===== src/hw/rtl/dtq_pkg.sv =====
// Package with types and constants of the delta timer queue.
package dtq_pkg;

  localparam int DEFAULT_CAPACITY = 16;
  localparam int TAG_W            = 8;
  localparam int TIME_W           = 32;
  localparam int OP_W             = 2;

  localparam logic [TIME_W-1:0] MAX_DURATION_RESET = '1;

  localparam logic [OP_W-1:0] OP_PUSH   = 2'd0;
  localparam logic [OP_W-1:0] OP_CANCEL = 2'd1;
  localparam logic [OP_W-1:0] OP_EXPIRE = 2'd2;

  typedef enum logic [4:0] {
    ST_IDLE,
    ST_LOAD,
    ST_DECIDE,
    ST_PUSH_A,
    ST_PUSH_B,
    ST_PUSH_C,
    ST_DROP_A,
    ST_DROP_W,
    ST_DROP_B,
    ST_DROP_C,
    ST_SCAN_W,
    ST_SCAN,
    ST_SHIFT_A,
    ST_SHIFT_W,
    ST_SHIFT_B,
    ST_FIX,
    ST_FIX_W,
    ST_FIX_B,
    ST_DONE
  } state_t;

endpackage


===== src/hw/rtl/delta_timer_queue.sv =====
// Delta-list timer queue: ring of tags and delta times driving one hardware countdown.
// A cancel scans the ring slot by slot for the tag and shifts each later slot down to close the gap.
// One item at a time; busy stays high through the done strobe.
// All steps share one 32-bit add/subtract unit and one read port of the ring memory.
// Synchronous active-high reset empties the ring and sets max_duration to all ones.
module delta_timer_queue
  import dtq_pkg::*;
#(
  parameter int CAPACITY = DEFAULT_CAPACITY
) (
  input  logic              clk,
  input  logic              rst,
  input  logic              start,
  output logic              busy,
  input  logic [OP_W-1:0]   opcode,
  input  logic [TAG_W-1:0]  seq_tag,
  input  logic [TIME_W-1:0] duration,
  input  logic [TIME_W-1:0] hw_left,
  output logic              done,
  output logic              status,
  output logic [TIME_W-1:0] reload_time,
  output logic              stop_hw,
  output logic [TAG_W-1:0]  fired_tag,
  input  logic              cfg_valid,
  output logic              cfg_ready,
  input  logic [TIME_W-1:0] cfg_data
);

  localparam int SLOTS = CAPACITY + 1;
  localparam int PTR_W = $clog2(SLOTS);

  function automatic logic [PTR_W-1:0] next_ptr(input logic [PTR_W-1:0] p);
    return (p == PTR_W'(SLOTS - 1)) ? '0 : p + PTR_W'(1);
  endfunction

  function automatic logic [PTR_W-1:0] prev_ptr(input logic [PTR_W-1:0] p);
    return (p == '0) ? PTR_W'(CAPACITY) : p - PTR_W'(1);
  endfunction

  // Ring memory
  logic [TAG_W-1:0]  tag_mem   [SLOTS];
  logic [TIME_W-1:0] delta_mem [SLOTS];
  logic [TAG_W-1:0]  rd_tag;
  logic [TIME_W-1:0] rd_delta;
  logic              tag_we;
  logic              delta_we;
  logic [PTR_W-1:0]  waddr;
  logic [TAG_W-1:0]  wtag;
  logic [TIME_W-1:0] wdelta;

  state_t            state, state_next;
  logic [PTR_W-1:0]  head, head_next;
  logic [PTR_W-1:0]  tail, tail_next;
  logic [PTR_W-1:0]  idx, idx_next;
  logic [PTR_W-1:0]  wptr, wptr_next;
  logic [PTR_W-1:0]  tpos, tpos_next;
  logic [TIME_W-1:0] delta_sum, delta_sum_next;
  logic [TIME_W-1:0] acc, acc_next;
  logic [TIME_W-1:0] max_duration;
  logic [OP_W-1:0]   cur_op, cur_op_next;
  logic [TAG_W-1:0]  cur_tag, cur_tag_next;
  logic [TIME_W-1:0] cur_dur, cur_dur_next;
  logic [TIME_W-1:0] cur_left, cur_left_next;
  logic              status_next;
  logic [TIME_W-1:0] reload_time_next;
  logic              stop_hw_next;
  logic [TAG_W-1:0]  fired_tag_next;

  // Shared add/subtract unit
  logic [TIME_W-1:0] alu_a, alu_b, alu_out;
  logic              alu_sub;

  assign alu_out = alu_a + (alu_sub ? ~alu_b : alu_b) + TIME_W'(alu_sub);

  assign busy      = (state != ST_IDLE);
  assign done      = (state == ST_DONE);
  assign cfg_ready = 1'b1;

  always_ff @(posedge clk) begin
    if (tag_we) begin
      tag_mem[waddr] <= wtag;
    end
    if (delta_we) begin
      delta_mem[waddr] <= wdelta;
    end
    rd_tag   <= tag_mem[idx];
    rd_delta <= delta_mem[idx];
  end

  always_ff @(posedge clk) begin
    if (rst) begin
      state        <= ST_IDLE;
      head         <= '0;
      tail         <= '0;
      delta_sum    <= '0;
      max_duration <= MAX_DURATION_RESET;
    end else begin
      state     <= state_next;
      head      <= head_next;
      tail      <= tail_next;
      delta_sum <= delta_sum_next;
      if (cfg_valid && cfg_ready) begin
        max_duration <= cfg_data;
      end
    end
  end

  always_ff @(posedge clk) begin
    idx         <= idx_next;
    wptr        <= wptr_next;
    tpos        <= tpos_next;
    acc         <= acc_next;
    cur_op      <= cur_op_next;
    cur_tag     <= cur_tag_next;
    cur_dur     <= cur_dur_next;
    cur_left    <= cur_left_next;
    status      <= status_next;
    reload_time <= reload_time_next;
    stop_hw     <= stop_hw_next;
    fired_tag   <= fired_tag_next;
  end

  always_comb begin
    state_next       = state;
    head_next        = head;
    tail_next        = tail;
    idx_next         = idx;
    wptr_next        = wptr;
    tpos_next        = tpos;
    delta_sum_next   = delta_sum;
    acc_next         = acc;
    cur_op_next      = cur_op;
    cur_tag_next     = cur_tag;
    cur_dur_next     = cur_dur;
    cur_left_next    = cur_left;
    status_next      = status;
    reload_time_next = reload_time;
    stop_hw_next     = stop_hw;
    fired_tag_next   = fired_tag;
    tag_we           = 1'b0;
    delta_we         = 1'b0;
    waddr            = head;
    wtag             = cur_tag;
    wdelta           = cur_dur;
    alu_a            = delta_sum;
    alu_b            = acc;
    alu_sub          = 1'b1;

    unique case (state)
      ST_IDLE: begin
        if (start) begin
          cur_op_next      = opcode;
          cur_tag_next     = seq_tag;
          cur_dur_next     = duration;
          cur_left_next    = hw_left;
          idx_next         = tail;
          status_next      = 1'b1;
          reload_time_next = '0;
          stop_hw_next     = 1'b0;
          fired_tag_next   = '0;
          state_next       = ST_LOAD;
        end
      end

      // Wait for the tail slot to be read.
      ST_LOAD: state_next = ST_DECIDE;

      ST_DECIDE: begin
        state_next = ST_DONE;
        unique case (cur_op)
          OP_PUSH: begin
            if (next_ptr(head) != tail && cur_dur <= max_duration) begin
              if (head == tail) begin
                tag_we           = 1'b1;
                delta_we         = 1'b1;
                reload_time_next = cur_dur;
                head_next        = next_ptr(head);
                status_next      = 1'b0;
              end else begin
                state_next = ST_PUSH_A;
              end
            end
          end
          OP_CANCEL: begin
            if (head != tail) begin
              if (rd_tag == cur_tag) begin
                stop_hw_next = 1'b1;
                state_next   = ST_DROP_A;
              end else begin
                idx_next   = next_ptr(tail);
                state_next = ST_SCAN_W;
              end
            end
          end
          OP_EXPIRE: begin
            fired_tag_next = rd_tag;
            if (head != tail) begin
              state_next = ST_DROP_A;
            end
          end
          default: state_next = ST_DONE;
        endcase
      end

      ST_PUSH_A: begin
        alu_a      = cur_dur;
        alu_b      = cur_left;
        acc_next   = alu_out;
        state_next = ST_PUSH_B;
      end

      ST_PUSH_B: begin
        alu_a      = acc;
        alu_b      = delta_sum;
        acc_next   = alu_out;
        tag_we     = 1'b1;
        delta_we   = 1'b1;
        wdelta     = alu_out;
        state_next = ST_PUSH_C;
      end

      ST_PUSH_C: begin
        alu_a          = delta_sum;
        alu_b          = acc;
        alu_sub        = 1'b0;
        delta_sum_next = alu_out;
        head_next      = next_ptr(head);
        status_next    = 1'b0;
        state_next     = ST_DONE;
      end

      // Drop the tail entry; the successor takes over the hardware countdown.
      ST_DROP_A: begin
        status_next = 1'b0;
        if (next_ptr(tail) == head) begin
          tail_next  = next_ptr(tail);
          state_next = ST_DONE;
        end else begin
          idx_next   = next_ptr(tail);
          state_next = ST_DROP_W;
        end
      end

      ST_DROP_W: state_next = ST_DROP_B;

      ST_DROP_B: begin
        alu_a          = delta_sum;
        alu_b          = rd_delta;
        delta_sum_next = alu_out;
        state_next     = ST_DROP_C;
      end

      ST_DROP_C: begin
        alu_a            = rd_delta;
        alu_b            = cur_left;
        alu_sub          = 1'b0;
        delta_we         = 1'b1;
        waddr            = idx;
        wdelta           = alu_out;
        reload_time_next = alu_out;
        tail_next        = idx;
        state_next       = ST_DONE;
      end

      ST_SCAN_W: state_next = ST_SCAN;

      ST_SCAN: begin
        if (idx == head) begin
          state_next = ST_DONE;
        end else if (rd_tag == cur_tag) begin
          tpos_next  = idx;
          acc_next   = rd_delta;
          state_next = ST_SHIFT_A;
        end else begin
          idx_next   = next_ptr(idx);
          state_next = ST_SCAN_W;
        end
      end

      // Close the gap: move each later entry down one slot.
      ST_SHIFT_A: begin
        if (next_ptr(idx) == head) begin
          state_next = ST_FIX;
        end else begin
          wptr_next  = idx;
          idx_next   = next_ptr(idx);
          state_next = ST_SHIFT_W;
        end
      end

      ST_SHIFT_W: state_next = ST_SHIFT_B;

      ST_SHIFT_B: begin
        tag_we     = 1'b1;
        delta_we   = 1'b1;
        waddr      = wptr;
        wtag       = rd_tag;
        wdelta     = rd_delta;
        state_next = ST_SHIFT_A;
      end

      // Fold the removed delta into its successor, or out of the sum if it was newest.
      ST_FIX: begin
        head_next   = prev_ptr(head);
        status_next = 1'b0;
        if (tpos == prev_ptr(head)) begin
          alu_a          = delta_sum;
          alu_b          = acc;
          delta_sum_next = alu_out;
          state_next     = ST_DONE;
        end else begin
          idx_next   = tpos;
          state_next = ST_FIX_W;
        end
      end

      ST_FIX_W: state_next = ST_FIX_B;

      ST_FIX_B: begin
        alu_a      = rd_delta;
        alu_b      = acc;
        alu_sub    = 1'b0;
        delta_we   = 1'b1;
        waddr      = idx;
        wdelta     = alu_out;
        state_next = ST_DONE;
      end

      ST_DONE: state_next = ST_IDLE;

      default: state_next = ST_IDLE;
    endcase
  end

endmodule


===== config.mk =====
export PLATFORM = sky130hd
export DESIGN_NAME = delta_timer_queue
export DESIGN_NICKNAME = d
export VERILOG_FILES = /design/src/hw/rtl/dtq_pkg.sv /design/src/hw/rtl/delta_timer_queue.sv
export SDC_FILE = /design/constraint.sdc
export NUM_CORES = 1
export LEC_CHECK = 0
export ABC_CLOCK_PERIOD_IN_PS = 8700
export BUFFER_PORTS_ARGS = -buffer_cell sky130_fd_sc_hd__buf_4
export CELL_PAD_IN_SITES_DETAIL_PLACEMENT = 1
export CELL_PAD_IN_SITES_GLOBAL_PLACEMENT = 2
export CORE_MARGIN = 1
export CORE_UTILIZATION = 49
export CTS_CLUSTER_DIAMETER = 40
export DETAILED_ROUTE_END_ITERATION = 8
export HOLD_SLACK_MARGIN = 0.08
export MAX_ROUTING_LAYER = met4
export PLACE_DENSITY_LB_ADDON = 0.08
export SETUP_SLACK_MARGIN = 0.4
export SYNTH_ARGS = -nofsm -noshare
export SYNTH_HDL_FRONTEND = slang
export SYNTH_SLANG_ARGS = --single-unit

===== constraint.sdc =====
create_clock -name clk -period 8.7 [get_ports clk]
set_input_delay 0.435 -clock clk [delete_from_list [all_inputs] [get_ports clk]]
set_output_delay 0.435 -clock clk [all_outputs]
set_load 0.005 [all_outputs]

# Word-level counts from Yosys, hierarchy flattened
# Memory sizes are Yosys's and may differ from the RTL's. A register that Yosys moved wholly into a read port is not among the register bits.
# Index checks and enable logic that the tools add are counted.
[classes]
bitwise = 3
magnitude_cmp = 1
n_eq_ne = 48
muxes = 72
addsub = 6
n_reduce_logical = 34
[ops]
columns = ["operator", "count"]
rows = [
  ["32-bit case mux with 3 select lines", 3],
  ["32-bit two-way mux", 8],
  ["32-bit case mux with 2 select lines", 3],
  ["5-bit two-way mux", 24],
  ["5-bit case mux with 16 select lines", 1],
  ["5-bit by 4-bit equality test with 1-bit output (second input constant)", 8],
  ["32-bit by 1-bit adder with 32-bit output", 1],
  ["32-bit adder", 1],
  ["32-bit less-or-equal comparator", 1],
  ["32-bit NOT", 1],
  ["5-bit equality test (second input constant)", 6],
  ["2-bit inequality test (second input constant)", 15],
  ["5-bit case mux with 3 select lines", 2],
  ["5-bit case mux with 6 select lines", 1],
  ["5-bit equality test", 5],
  ["8-bit two-way mux", 3],
  ["5-bit by 3-bit equality test with 1-bit output (second input constant)", 4],
  ["5-bit case mux with 2 select lines", 2],
  ["1-bit two-way mux", 16],
  ["8-bit case mux with 2 select lines", 1],
  ["5-bit by 1-bit adder with 5-bit output (second input constant)", 3],
  ["5-bit AND reduction", 3],
  ["5-bit by 2-bit equality test with 1-bit output (second input constant)", 2],
  ["5-bit zero test", 2],
  ["26 further kinds", 48],
]
[word_totals]
out_inout_bits = 45
ram_bits = 680
regBits = 242
n_memories = 2
word_cells = 183
in_bits = 110
[memory_table]
columns = ["name", "words", "width", "rd", "rd_clocked_by_memory_dff", "write_ports", "line", "source"]
rows = [
  ["delta_mem", 17, 32, 1, 1, 1, "delta_timer_queue.sv:42", "logic [TIME_W-1:0] delta_mem [SLOTS];"],
  ["tag_mem", 17, 8, 1, 1, 1, "delta_timer_queue.sv:41", "logic [TAG_W-1:0] tag_mem [SLOTS];"],
]

# Longest topological paths before layout
[depth]
ltp_word = 9
depth_mapped = 19
mapped_depth_nobuf = 16

# Least setup slack after synthesis
# No wires, ideal clock.
[synth_timing]
path_type = "reg-to-reg"
from = "register head[0]"
to = "memory delta_mem[8][0], enable pin"
arrival_time_ns = 5.125
setup_ns = 0.461
t_required_ns = 8.239
period_less_slack_ns = 5.586
path_stages_with_launch = 14
setup_slack_ns = 3.114
cell_sequence = "dfxtp_1 clkbuf_1 clkbuf_1 inv_1 ha_1 nand2b_1 nor2_1 a22oi_1 o31ai_1 a311o_1 nor4_1 nor3_1 clkbuf_1 nor3_1"
[synth_between]
elab_chain_cells = 9
elab_cells_between_ends = 13
[synth_lines]
columns = ["element", "line", "source"]
rows = [
  ["start: declaration", "delta_timer_queue.sv:52", "logic [PTR_W-1:0] head, head_next;"],
  ["start signal: assignment", "delta_timer_queue.sv:99", "head <= head_next;"],
  ["5-bit by 1-bit adder with 5-bit output or 5-bit equality test (tied branches)", "delta_timer_queue.sv:33", "return (p == PTR_W'(SLOTS - 1)) ? '0 : p + PTR_W'(1);"],
  ["5-bit two-way mux", "delta_timer_queue.sv:33", ""],
  ["5-bit inequality test", "delta_timer_queue.sv:172", "if (next_ptr(head) != tail && cur_dur <= max_duration) begin"],
  ["1-bit logical AND", "delta_timer_queue.sv:172", ""],
  ["1-bit two-way mux", "delta_timer_queue.sv:172", ""],
  ["1-bit two-way mux", "delta_timer_queue.sv:170", "unique case (cur_op)"],
  ["1-bit case mux with 2 select lines", "delta_timer_queue.sv:149", "unique case (state)"],
  ["1-bit two-way mux", "delta_timer_queue.sv:83", "if (delta_we) begin"],
  ["1-bit two-way mux (implied by the code)", "delta_timer_queue.sv:84", "delta_mem[waddr] <= wdelta;"],
  ["end: declaration", "delta_timer_queue.sv:42", ""],
]
# Parallel ways exist; a longest one is shown, timed or not.

# Worst setup path after layout
[layout_timing]
from = "register state[2]"
to = "memory delta_mem[4][23], data pin"
[layout_between]
elab_chain_cells = 8
elab_cells_between_ends = 19
[layout_lines]
columns = ["element", "line", "source"]
rows = [
  ["start: declaration", "delta_timer_queue.sv:51", "state_t state, state_next;"],
  ["start signal: assignment", "delta_timer_queue.sv:98", "state <= state_next;"],
  ["5-bit by 4-bit equality test with 1-bit output or 5-bit by 2-bit equality test with 1-bit output (tied branches)", "delta_timer_queue.sv:149", ""],
  ["2-bit OR reduction (no line)", "n/a", ""],
  ["32-bit case mux with 3 select lines", "delta_timer_queue.sv:149", ""],
  ["32-bit NOT", "delta_timer_queue.sv:73", "assign alu_out = alu_a + (alu_sub ? ~alu_b : alu_b) + TIME_W'(alu_sub);"],
  ["32-bit two-way mux", "delta_timer_queue.sv:73", ""],
  ["32-bit adder", "delta_timer_queue.sv:73", ""],
  ["32-bit by 1-bit adder with 32-bit output", "delta_timer_queue.sv:73", ""],
  ["32-bit case mux with 2 select lines (*)", "delta_timer_queue.sv:149", ""],
  ["named net wdelta[23]", "delta_timer_queue.sv:49", "logic [TIME_W-1:0] wdelta;"],
]
# The timed path passes the listed nets; every way through them passes the cells marked *.

==> out/results.ini <==
[final_layout]
instances_no_fill = 4287
drive_gt1_share_pct = 23.6
num-fill-cells = 7691
layout.cells.most_common = edfxtp_1
multi_input_area_um2 = 13600
post-route-util_pct = 58.9
layout_common_cells = edfxtp_1 (843), buf_4 (225), nand2_1 (211)
final_nets = 3213
seq_area_um2 = 27700
areaGrowthSynthToFinish_pct = 19.2

[route]
num_vias = 27000
viasPerCell = 6.30
wl_per_cell_um = 29.8
routed_wirelength_um = 128000
first_iter_violations = 2875
drtAntennaViolNets = 0
remaining_drc_errors = 0
drt_pass1_iterations = 9

[worst_setup_path]
cpMaxStageDelayCell = o21ai_1
cp_max_fo = 39
r2r_cells = 15
critPathCaptureType = flip-flop
max_stage_delay_ns = 0.97
crit_arrival_ns = 7.13
worstSetupStartpointType = flip-flop
cpLargestDelayFamily = compound AO/OA/AOI/OAI gates
path_buf_inv = 1
path_depth = 15
crit_type = reg -> reg
r2r-start = state[2]
worstPathCellList = or4b_4 -> nor2_4 -> buf_4 -> a221oi_1 -> xnor2_1 -> ha_1 -> a21oi_1 -> o21bai_1 -> a21oi_1 -> o31ai_1 -> nor2_1 -> a211o_1 -> mux2i_1 -> o311ai_1 -> o21ai_1
crit_top_cell = a21oi_1
worstSetupStartpoint = state[2]
required_ns = 9.06

[cts]
ctsLongestPathBuffers = 3
root_buffer = clkbuf_16
post_cts_buffers = 0
clk-insertion-delay-late_ns = 0.74
htree_levels = 4
cts_made_buffers = 135
clk_pin_slew_ns = 0.06
cts.sinks = 962
cts_tree = done

[placed_design]
gp_congestion = 0.924
detailed_place_hpwl_um = 77700
place_inst = 3935
portBuffers = 153

[timing]
clock_skew_ns = 0.0339
rsz0062_at_grt = false
drv_slew = 0
max_freq_mhz = 148
slew_headroom_pct = 24.6
hold_violations = 0
period_minus_slack_ns = 6.77
whs_ns = 0.174
worst_pin_slew_ns = 1.12
setup_viol = 0
fin_setup_tns_ns = 0
finalCritPeriodShare_pct = 77.8

[global_routing]
grt_max_degree = 88
grt.total_usage_pct = 30.7
grt_pass1_wl_um = 187000
antenna_found_initial = 4
grt_pass1_vias = 28000
gr-total-overflow = 0

[power_and_ir_drop]
ir_drop_v = 0.000199
switching_share_pct = 28.5
seq_power_share_pct = 42.4
p_switching_w = 0.00383
power_per_cell_area_nw_per_um2 = 268
p_total_w = 0.0134
clockPowerShare_pct = 39.8
leakage_nw = 17.3
p_comb_share_pct = 17.7
p_int_w = 0.00961

[yosys]
synth_seq_area_share_pct = 65.9
ys_types = 83
synth_flop_cell = edfxtp_1
syn_area_um2 = 42000
synth_edf_count = 843
syn_area_per_cell_um2 = 15.3
synth_cells = 2750
yosys_register_bits = 962
netlist_top_cells_area = edfxtp_1 (60%), mux4_2 (11%), dfxtp_1 (5.7%)
yosysWarningCount = 0
yosysTopAreaCell = edfxtp_1
synthArstFlopShare_pct = 0
syn_nets = 2929
synth_top_area_share_pct = 60.2

[run_status]
status = finished clean

[die]
io_pins = 155
initial_core_util_pct = 49.4
die_x_um = 295
core-area_um2 = 85000
die_h_um = 295
num_rows = 107
die_area_um2 = 86900

[min_path]
holdPathStages = 3
hold_path_class = in -> reg
worstHoldStart = start

[job]
max_cap_viol_count = 0

==> sequential cells by signal, summed over array words and instances (netlist names), 32 cells and up <==
register / count
delta_mem: 544
tag_mem: 136
acc: 32
cur_dur: 32
cur_left: 32
delta_sum: 32
max_duration: 32
rd_delta: 32
reload_time: 32
==> stage by stage <==
step           setup slack, ns  cell area [um^2]
6_report                  1.93             50100
3_3_place_gp              2.30             44600
5_1_grt                   1.45             50100
4_1_cts                   1.79             50100
2_1_floorplan             3.11             42000
3_5_place_dp              1.81             44600
==> worst min-delay path, delay by kind of cell <==
kind            cells  cell delay [ns]
buf+inv             1             0.13
compound gates      1             0.09
simple gates        1             0.06
==> cell type report <==
type	instances	share of cell area, %
flip-flops and latches	962	55.3
multi-input cells	1544	27.0
clock buffers	153	6.94
repair buffers	332	5.53
well taps	1144	2.86
clock inverters	91	1.89
inverters	59	0.445
diodes	2	0.00999
==> cell usage after synthesis, types with 29 or more instances <==
cell / n
clkbuf_1: 159
mux4_2: 200
o211ai_1: 38
mux2_2: 49
ha_1: 68
nand3_1: 36
edfxtp_1: 843
a21o_1: 30
xor2_1: 29
a21oi_1: 115
a221oi_1: 34
nand2_1: 212
o21ai_0: 90
a22oi_1: 37
a22o_1: 44
a222oi_1: 31
nor2_1: 150
inv_1: 58
nor3_1: 41
xnor2_1: 66
dfxtp_1: 119
==> layer usage <==
layer,track usage [%],share of wire [%],wire length (um)
met1,41.1,42,54100
met2,48.4,49,62000
met3,5.01,6.6,8440
met4,9.38,2.5,3150
met5,-,0,0
==> path summary, 6_finish.rpt <==
check                                         to  slack (ns)
worst max-delay path            delta_mem[4][23]        1.93
worst min-delay path                     stop_hw        0.17
worst max register to register  delta_mem[4][23]        1.93
worst min register to register      rd_delta[16]        0.47
==> cell families after synthesis <==
| logic type | synth area share [%] |
|---|---|
| other cells | 0.00893 |
| flops | 65.9 |
| mux | 12.3 |
| xor+xnor | 1.98 |
| buf+inv | 2.20 |
| simple gates | 6.36 |
| compound gates | 9.11 |
| fa+ha+maj | 2.07 |
==> power groups by stage <==
stage               registers, W  logic, W  clock network (W)
floorplan                0.00563   0.00155                  0
global placement         0.00577   0.00225                  0
detailed placement       0.00578   0.00232                  0
CTS                      0.00569   0.00237            0.00543
global route             0.00571   0.00256            0.00561
finish                   0.00570   0.00238            0.00536
==> repair_timing <==
item	CTS	global route
hold buffers	106	0
endpoints found under the hold margin	106	0
gates resized for setup	0	0
Note: power is estimated with default switching activity, not from simulation.
